$ cat config.mk
export PLATFORM = sky130hd
export DESIGN_NAME = sinh_taylor_series
export DESIGN_NICKNAME = d
export VERILOG_FILES = /design/src/rtl/core/sts_pkg.sv /design/src/rtl/core/sts_dpath.sv /design/src/rtl/core/sts_ctrl.sv /design/src/rtl/core/sinh_taylor_series.sv
export SDC_FILE = /design/constraint.sdc
export NUM_CORES = 2
export LEC_CHECK = 0
export ABC_AREA = 0
export ABC_CLOCK_PERIOD_IN_PS = 65000
export BUFFER_PORTS_ARGS = -buffer_cell sky130_fd_sc_hd__buf_2
export CAP_MARGIN = 20
export CORE_ASPECT_RATIO = 0.6
export CORE_UTILIZATION = 44
export DETAILED_ROUTE_END_ITERATION = 8
export PLACE_DENSITY = 0.59
export SLEW_MARGIN = 20
export SYNTH_ARGS = -nofsm -noshare
export SYNTH_HDL_FRONTEND = slang
export SYNTH_SLANG_ARGS = --single-unit
$ cat constraint.sdc
create_clock -name i_clk -period 65 [get_ports i_clk]
set_clock_uncertainty 0.1 [all_clocks]
set_input_delay 16.25 -clock i_clk [delete_from_list [all_inputs] [get_ports i_clk]]
set_output_delay 16.25 -clock i_clk [all_outputs]
set_load 0.01 [all_outputs]
$ cat src/rtl/core/sts_pkg.sv
// ----------------------------------------------------------------------------
// sts_pkg
// Shared types and constants of the sinh Taylor series block.
// ----------------------------------------------------------------------------
package sts_pkg;

    // field widths
    localparam int X_W       = 31;
    localparam int CNT_W     = 5;
    localparam int FRAC_BITS = 30;
    localparam int PROD_W    = 2 * X_W;

    // series length limit and derived counter width
    localparam int MAX_TERMS = 31;
    localparam int N_W       = $clog2(MAX_TERMS + 1);

    // register reset value
    localparam logic [CNT_W-1:0] TERM_COUNT_RESET = CNT_W'(10);

    // argument range, Q1.30
    localparam logic [X_W-1:0] X_LOW   = X_W'(107374183);
    localparam logic [X_W-1:0] X_HIGH  = X_W'(1073741824);
    localparam logic [X_W-1:0] SUM_MAX = {X_W{1'b1}};

    // divisor d = (2n+2)(2n+3), stepped by first and second differences
    localparam int D_W        = $clog2(4 * MAX_TERMS * MAX_TERMS + 10 * MAX_TERMS + 6 + 1);
    localparam int S_W        = $clog2(8 * MAX_TERMS + 14 + 1);
    localparam logic [D_W-1:0] D_INIT    = D_W'(6);
    localparam logic [S_W-1:0] STEP_INIT = S_W'(14);
    localparam logic [S_W-1:0] STEP_INC  = S_W'(8);

    // radix-2 divider, several quotient bits per cycle
    localparam int DIV_BITS   = 8;
    localparam int DIV_CYCLES = (X_W + DIV_BITS - 1) / DIV_BITS;
    localparam int QUO_W      = DIV_CYCLES * DIV_BITS;
    localparam int DIVC_W     = (DIV_CYCLES > 1) ? $clog2(DIV_CYCLES) : 1;

    // controller to datapath commands
    typedef struct packed {
        logic load;      // capture argument, init term, sum, divisor
        logic mul;       // register a product
        logic mul_sq;    // product operands are x and x
        logic x2_ld;     // capture x*x >> 30
        logic div_load;  // load dividend from product
        logic div_step;  // one group of quotient bits
        logic acc;       // take quotient as new term, add to sum
        logic store;     // write the output register
    } t_cmd;

    // datapath to controller status
    typedef struct packed {
        logic in_err;    // argument on the input port is out of range
    } t_stat;

endpackage

$ cat src/rtl/core/sts_dpath.sv
// ----------------------------------------------------------------------------
// sts_dpath
// Datapath: shared multiplier, multi-bit restoring divider, series sum.
// ----------------------------------------------------------------------------
module sts_dpath (
    input  logic                    i_clk,
    input  logic [sts_pkg::X_W-1:0] i_arg_x,
    input  sts_pkg::t_cmd           i_cmd,
    output sts_pkg::t_stat          o_stat,
    output logic [sts_pkg::X_W-1:0] o_sinh_sum,
    output logic                    o_range_error
);
    import sts_pkg::*;

    logic [X_W-1:0]    r_x, r_x2, r_term, r_sum;
    logic              r_err;
    logic [PROD_W-1:0] r_prod;
    logic [QUO_W-1:0]  r_quo, n_quo;
    logic [D_W-1:0]    r_rem, n_rem;
    logic [D_W-1:0]    r_d;
    logic [S_W-1:0]    r_step;
    logic [X_W-1:0]    r_out_sum;
    logic              r_out_err;

    logic [X_W-1:0]    mul_a, mul_b;
    logic [X_W:0]      sum_ext;
    logic [X_W-1:0]    sum_sat;

    // range check on the incoming argument
    assign o_stat.in_err = (i_arg_x < X_LOW) || (i_arg_x > X_HIGH);

    // shared multiplier operand select
    assign mul_a = i_cmd.mul_sq ? r_x : r_term;
    assign mul_b = i_cmd.mul_sq ? r_x : r_x2;

    // DIV_BITS restoring steps on a narrow remainder
    always_comb begin
        logic [D_W:0] rem_s;
        n_quo = r_quo;
        n_rem = r_rem;
        for (int i = 0; i < DIV_BITS; i++) begin
            rem_s = {n_rem, n_quo[QUO_W-1]};
            n_quo = {n_quo[QUO_W-2:0], 1'b0};
            if (rem_s >= {1'b0, r_d}) begin
                rem_s    = rem_s - {1'b0, r_d};
                n_quo[0] = 1'b1;
            end
            n_rem = rem_s[D_W-1:0];
        end
    end

    // saturating accumulate of the new term
    assign sum_ext = {1'b0, r_sum} + {1'b0, r_quo[X_W-1:0]};
    assign sum_sat = sum_ext[X_W] ? SUM_MAX : sum_ext[X_W-1:0];

    // payload registers
    always_ff @(posedge i_clk) begin
        if (i_cmd.load) begin
            r_x    <= i_arg_x;
            r_term <= i_arg_x;
            r_sum  <= i_arg_x;
            r_err  <= o_stat.in_err;
            r_d    <= D_INIT;
            r_step <= STEP_INIT;
        end
        if (i_cmd.mul) begin
            r_prod <= PROD_W'(mul_a) * PROD_W'(mul_b);
        end
        if (i_cmd.x2_ld) begin
            r_x2 <= r_prod[FRAC_BITS +: X_W];
        end
        if (i_cmd.div_load) begin
            r_quo <= QUO_W'(r_prod[FRAC_BITS +: X_W]);
            r_rem <= '0;
        end else if (i_cmd.div_step) begin
            r_quo <= n_quo;
            r_rem <= n_rem;
        end
        if (i_cmd.acc) begin
            r_term <= r_quo[X_W-1:0];
            r_sum  <= sum_sat;
            r_d    <= r_d + D_W'(r_step);
            r_step <= r_step + STEP_INC;
        end
        if (i_cmd.store) begin
            r_out_sum <= r_err ? '0 : r_sum;
            r_out_err <= r_err;
        end
    end

    assign o_sinh_sum    = r_out_sum;
    assign o_range_error = r_out_err;

endmodule

$ cat src/rtl/core/sts_ctrl.sv
// ----------------------------------------------------------------------------
// sts_ctrl
// Controller: term sequencing, divider cycle count, handshakes, register.
// ----------------------------------------------------------------------------
module sts_ctrl (
    input  logic                      i_clk,
    input  logic                      i_rst_n,
    input  logic                      i_in_valid,
    output logic                      o_in_ready,
    input  logic                      i_cfg_valid,
    output logic                      o_cfg_ready,
    input  logic [sts_pkg::CNT_W-1:0] i_cfg_data,
    output logic                      o_out_valid,
    input  logic                      i_out_ready,
    input  sts_pkg::t_stat            i_stat,
    output sts_pkg::t_cmd             o_cmd
);
    import sts_pkg::*;

    typedef enum logic [7:0] {
        S_IDLE = 8'b0000_0001,
        S_SQ   = 8'b0000_0010,
        S_X2   = 8'b0000_0100,
        S_MUL  = 8'b0000_1000,
        S_DIVL = 8'b0001_0000,
        S_DIV  = 8'b0010_0000,
        S_ACC  = 8'b0100_0000,
        S_DONE = 8'b1000_0000
    } t_state;

    t_state            r_state, n_state;
    logic [CNT_W-1:0]  r_term_count;
    logic [N_W-1:0]    r_left, n_left;
    logic [DIVC_W-1:0] r_div_cnt, n_div_cnt;
    logic              r_out_valid, n_out_valid;
    logic              in_xfer;
    logic              slot_free;

    assign o_cfg_ready = (r_state == S_IDLE);
    assign o_in_ready  = (r_state == S_IDLE);
    assign in_xfer     = i_in_valid && o_in_ready;
    assign slot_free   = !r_out_valid || i_out_ready;
    assign o_out_valid = r_out_valid;

    // next state and commands
    always_comb begin
        n_state   = r_state;
        n_left    = r_left;
        n_div_cnt = r_div_cnt;
        o_cmd     = '0;
        unique case (r_state)
            S_IDLE: begin
                if (in_xfer) begin
                    o_cmd.load = 1'b1;
                    if (int'(r_term_count) > MAX_TERMS) begin
                        n_left = N_W'(MAX_TERMS);
                    end else begin
                        n_left = N_W'(r_term_count);
                    end
                    n_state = i_stat.in_err ? S_DONE : S_SQ;
                end
            end
            S_SQ: begin
                o_cmd.mul    = 1'b1;
                o_cmd.mul_sq = 1'b1;
                n_state      = S_X2;
            end
            S_X2: begin
                o_cmd.x2_ld = 1'b1;
                n_state     = (r_left == '0) ? S_DONE : S_MUL;
            end
            S_MUL: begin
                o_cmd.mul = 1'b1;
                n_state   = S_DIVL;
            end
            S_DIVL: begin
                o_cmd.div_load = 1'b1;
                n_div_cnt      = '0;
                n_state        = S_DIV;
            end
            S_DIV: begin
                o_cmd.div_step = 1'b1;
                n_div_cnt      = r_div_cnt + DIVC_W'(1);
                if (r_div_cnt == DIVC_W'(DIV_CYCLES - 1)) begin
                    n_state = S_ACC;
                end
            end
            S_ACC: begin
                o_cmd.acc = 1'b1;
                n_left    = r_left - N_W'(1);
                n_state   = (r_left == N_W'(1)) ? S_DONE : S_MUL;
            end
            S_DONE: begin
                if (slot_free) begin
                    o_cmd.store = 1'b1;
                    n_state     = S_IDLE;
                end
            end
            default: begin
                n_state = S_IDLE;
            end
        endcase
    end

    // output valid: set on store, cleared on transfer
    always_comb begin
        n_out_valid = r_out_valid;
        if (o_cmd.store) begin
            n_out_valid = 1'b1;
        end else if (i_out_ready) begin
            n_out_valid = 1'b0;
        end
    end

    // control registers
    always_ff @(posedge i_clk) begin
        if (!i_rst_n) begin
            r_state      <= S_IDLE;
            r_term_count <= TERM_COUNT_RESET;
            r_left       <= '0;
            r_div_cnt    <= '0;
            r_out_valid  <= 1'b0;
        end else begin
            r_state     <= n_state;
            r_left      <= n_left;
            r_div_cnt   <= n_div_cnt;
            r_out_valid <= n_out_valid;
            if (i_cfg_valid && o_cfg_ready) begin
                r_term_count <= i_cfg_data;
            end
        end
    end

    // out-of-range argument skips the series
    a_err_skip: assert property (@(posedge i_clk) disable iff (!i_rst_n)
        (in_xfer && i_stat.in_err) |=> (r_state == S_DONE))
        else $error("out-of-range argument did not go straight to result");

    // a result never overwrites one still waiting
    a_no_overwrite: assert property (@(posedge i_clk) disable iff (!i_rst_n)
        o_cmd.store |-> slot_free)
        else $error("result stored over a pending result");

    // a term is only computed while terms remain
    a_left_nonzero: assert property (@(posedge i_clk) disable iff (!i_rst_n)
        (r_state == S_MUL) |-> (r_left != '0))
        else $error("term multiply with no terms left");

    // divider runs its full cycle count before accumulate
    a_div_len: assert property (@(posedge i_clk) disable iff (!i_rst_n)
        (r_state == S_ACC) |-> ($past(r_state) == S_DIV
            && $past(r_div_cnt) == DIVC_W'(DIV_CYCLES - 1)))
        else $error("accumulate without a complete division");

endmodule

$ cat src/rtl/core/sinh_taylor_series.sv
// ----------------------------------------------------------------------------
// sinh_taylor_series
// Taylor-series hyperbolic sine of an unsigned Q1.30 argument.
// ----------------------------------------------------------------------------
// One argument is worked on at a time. After the input transfer, x*x is
// formed once on the shared 31x31 multiplier; then, for each of N terms (N
// being the term count register, saturated at MAX_TERMS), the block
// multiplies on the same multiplier, loads the dividend, divides (8 quotient
// bits a cycle) and accumulates. An argument outside 0.1 to 1.0 skips the
// series and returns range_error with a zero sum. The result sits in an
// output register; a new argument is taken as soon as the result is written
// there, even if it has not been transferred out. The term count register
// resets to 10 and is written only while the block is idle.
// ----------------------------------------------------------------------------
module sinh_taylor_series (
    input  logic                      i_clk,
    input  logic                      i_rst_n,
    input  logic                      i_in_valid,
    output logic                      o_in_ready,
    input  logic [sts_pkg::X_W-1:0]   i_arg_x,
    output logic                      o_out_valid,
    input  logic                      i_out_ready,
    output logic [sts_pkg::X_W-1:0]   o_sinh_sum,
    output logic                      o_range_error,
    input  logic                      i_cfg_valid,
    output logic                      o_cfg_ready,
    input  logic [sts_pkg::CNT_W-1:0] i_cfg_data
);
    import sts_pkg::*;

    t_cmd  cmd;
    t_stat stat;

    // sequencing and handshakes
    sts_ctrl u_ctrl (
        .i_clk       (i_clk),
        .i_rst_n     (i_rst_n),
        .i_in_valid  (i_in_valid),
        .o_in_ready  (o_in_ready),
        .i_cfg_valid (i_cfg_valid),
        .o_cfg_ready (o_cfg_ready),
        .i_cfg_data  (i_cfg_data),
        .o_out_valid (o_out_valid),
        .i_out_ready (i_out_ready),
        .i_stat      (stat),
        .o_cmd       (cmd)
    );

    // arithmetic
    sts_dpath u_dpath (
        .i_clk         (i_clk),
        .i_arg_x       (i_arg_x),
        .i_cmd         (cmd),
        .o_stat        (stat),
        .o_sinh_sum    (o_sinh_sum),
        .o_range_error (o_range_error)
    );

endmodule

==> impl_metrics.toml <==
[timing]
hold_viol_final = 0
slew_viol_final = 0
maxSlewHeadroom_pct = 21.0
fmax_mhz = 42.3
setup_violations = 0
finalCriticalPeriod_ps = 23640
rsz0062_at_grt = "no"
setup_tns_ps = 0
final.period_utilization_pct = 36.4
worst_pin_slew_ps = 1180

[clock_network]
ctsHoldBuffers = 0
path_clk_slew_ps = 70
cts_resized = 0
cts_made_buffers = 25
cts.sinks = 272
cts_setup_buffers = 0
cts_max_path_buffers = 3
tritoncts = "yes"
root_buffer = "clkbuf_16"
h-tree-depth = 1
clk_latency_ps = 600

[synthesis]
synth_edf_count = 237
synth_flop_cell = "edfxtp_1"
seq_area_frac_synth_pct = 16.7
synth_seq_cells = 272
async_reset_ff_share_pct = 0
synth_cell_types = 92
yosysWarningCount = 0
netlist_instances = 5182
syn_area_um2 = 46900
avgSynthCellArea_um2 = 9.04

[floorplan]
io_pins = 76
start_util_pct = 44.5
coreArea_um2 = 105000
fp-row-count = 92
die_y_um = 255
die-area_um2 = 108000
die_w_um = 423

[critical_path]
worstReg2RegEnd = "u_dpath.r_rem[9]"
r2r_slack_ps = 41360
path_class = "reg2reg"
cp_num_buf_inv = 3
reg2reg_from = "u_dpath.r_d[2]"
cp-end-kind = "register"
cp_slowest_cell = "inv_1"
critical-path-max-stage-delay_ps = 560
worstPathArrival_ps = 24000
cp-start-kind = "register"
rr_worst_depth = 88
cp_max_fo = 18
critPathRequiredTime_ps = 65350
critPathTopFamily = "compound AO/OA/AOI/OAI gates"
crit_top_cell = "a21oi_1"

[global_route]
grt_start_max_net_pins = 62
grt_usage_pct = 31.5
grt_pass1_wl_um = 245000
grt-ovfl-total = 0
antenna_found_initial = 13
grt_pass1_vias = 36366

[routing]
ant_nets = 0
drt-initial-drc-count = 4045
vias = 36563
drc_errors = 16
dr.pass1.iters = 7
viasPerCell = 5.55
post_drt_wl_per_cell_um = 25.4
drt-total-wl_um = 167000

[finish]
layout.cells.most_common = "nand2_1"
area_growth_pct = 6.21
drive_gt1_share_pct = 6.09
final_cells = 6588
final_util_pct = 47.2
layout_common_cells = "nand2_1 (1104), inv_1 (933), fa_1 (844), nor2_1 (397), ha_1 (384)"
fillerInstances = 10132
fin_nets = 6426

[placement]
dpl.hpwl_um = 131000
dp_cells = 6539
portBuffers = 75
place_congestion = 0.990

[min_path]
whs_path_depth = 2
holdPathEnd = "u_dpath.r_rem[12]"
min-delay-start = "u_dpath.r_rem[12]"
hold_path_class = "reg2reg"

[status]
status = "finished, violations left"
violations = "DRC"

[job]
drv_cap = 0
worst min-delay path: stages (launching register included):
cell and delay [ps]:
dfxtp_1 320, nand2_1 50, o21ai_1 50
cells by family after synthesis:
family                     share of synthesized area, %
muxes                                              1.91
buffers and inverters                              9.19
adders and majority gates                          46.3
xor gates and xnor gates                           2.65
other                                           0.00800
and+or+nand+nor                                    16.5
DFF                                                16.7
AOI/OAI and AO/OA                                  6.75
synthesized netlist by cell type, drive strengths merged (35+ instances only):
cell,n,share of area [%]
clkbuf,193,1.5
nor3,44,0.49
fa,844,36
dfxtp,35,1.5
a21oi,142,1.5
mux2,53,1.3
nand2,1127,9.0
nor2,398,3.2
edfxtp,237,15
inv,933,7.5
xnor2,90,1.7
a21o,79,1.3
ha,384,10
o21ai,80,0.86
and2,63,0.85
nor2b,51,0.68
xor2,52,0.97
final cells by class:
type                    instances  area (µm²)  share of cell area [%]
multi-input cells            3775       34900                    70.1
flip-flops and latches        272        7820                    15.7
inverters                     933        3500                    7.04
well taps                    1410        1760                    3.55
repair buffers                150         946                    1.90
clock buffers                  28         637                    1.28
clock inverters                16         213                   0.427
diodes                          4        10.0                  0.0201
flip-flops by register name (all words and copies together) (netlist names), 2 cells and up:
name / count
u_ctrl.r_div_cnt: 2
u_ctrl.r_left: 5
u_ctrl.r_state: 8
u_ctrl.r_term_count: 5
u_dpath.o_sinh_sum: 31
u_dpath.r_d: 12
u_dpath.r_prod: 31
u_dpath.r_quo: 32
u_dpath.r_rem: 13
u_dpath.r_step: 6
u_dpath.r_sum: 31
u_dpath.r_term: 31
u_dpath.r_x: 31
u_dpath.r_x2: 31
routing by layer:
metal  global-route usage (%)  wire (µm)  up-vias
met5                     3.03        497        -
met4                     4.21       2330       16
met3                     15.6      25700      157
met2                     38.4      59000     1882
met1                     48.8      79500    18483
li1                         -          -    16025
per-stage QoR:
step	worst slack, ps	instance area [µm²]	hold WS (ps)
after floorplan	44380	46900	326
after global placement	42080	48900	353
after detailed placement	41780	48900	355
after CTS	41730	49700	368
after global routing	39970	49800	406
final	41360	49800	369
worst max-delay path by stage:
stage	from	to	slack, ps	cells past startpoint
finish	u_dpath.r_d[2]	u_dpath.r_rem[9]	41360	88
CTS	u_dpath.r_d[2]	u_dpath.r_rem[10]	41730	88
floorplan	u_dpath.r_d[1]	u_dpath.r_rem[10]	44380	94
detailed placement	u_dpath.r_d[2]	u_dpath.r_rem[10]	41780	88
global placement	u_dpath.r_d[2]	u_dpath.r_quo[0]	42080	88
global route	u_dpath.r_d[2]	u_dpath.r_rem[9]	39970	88
Power is left out: the tool's default activity adds up to more than one toggle a clock period on the data nets, which glitch-free logic cannot reach.
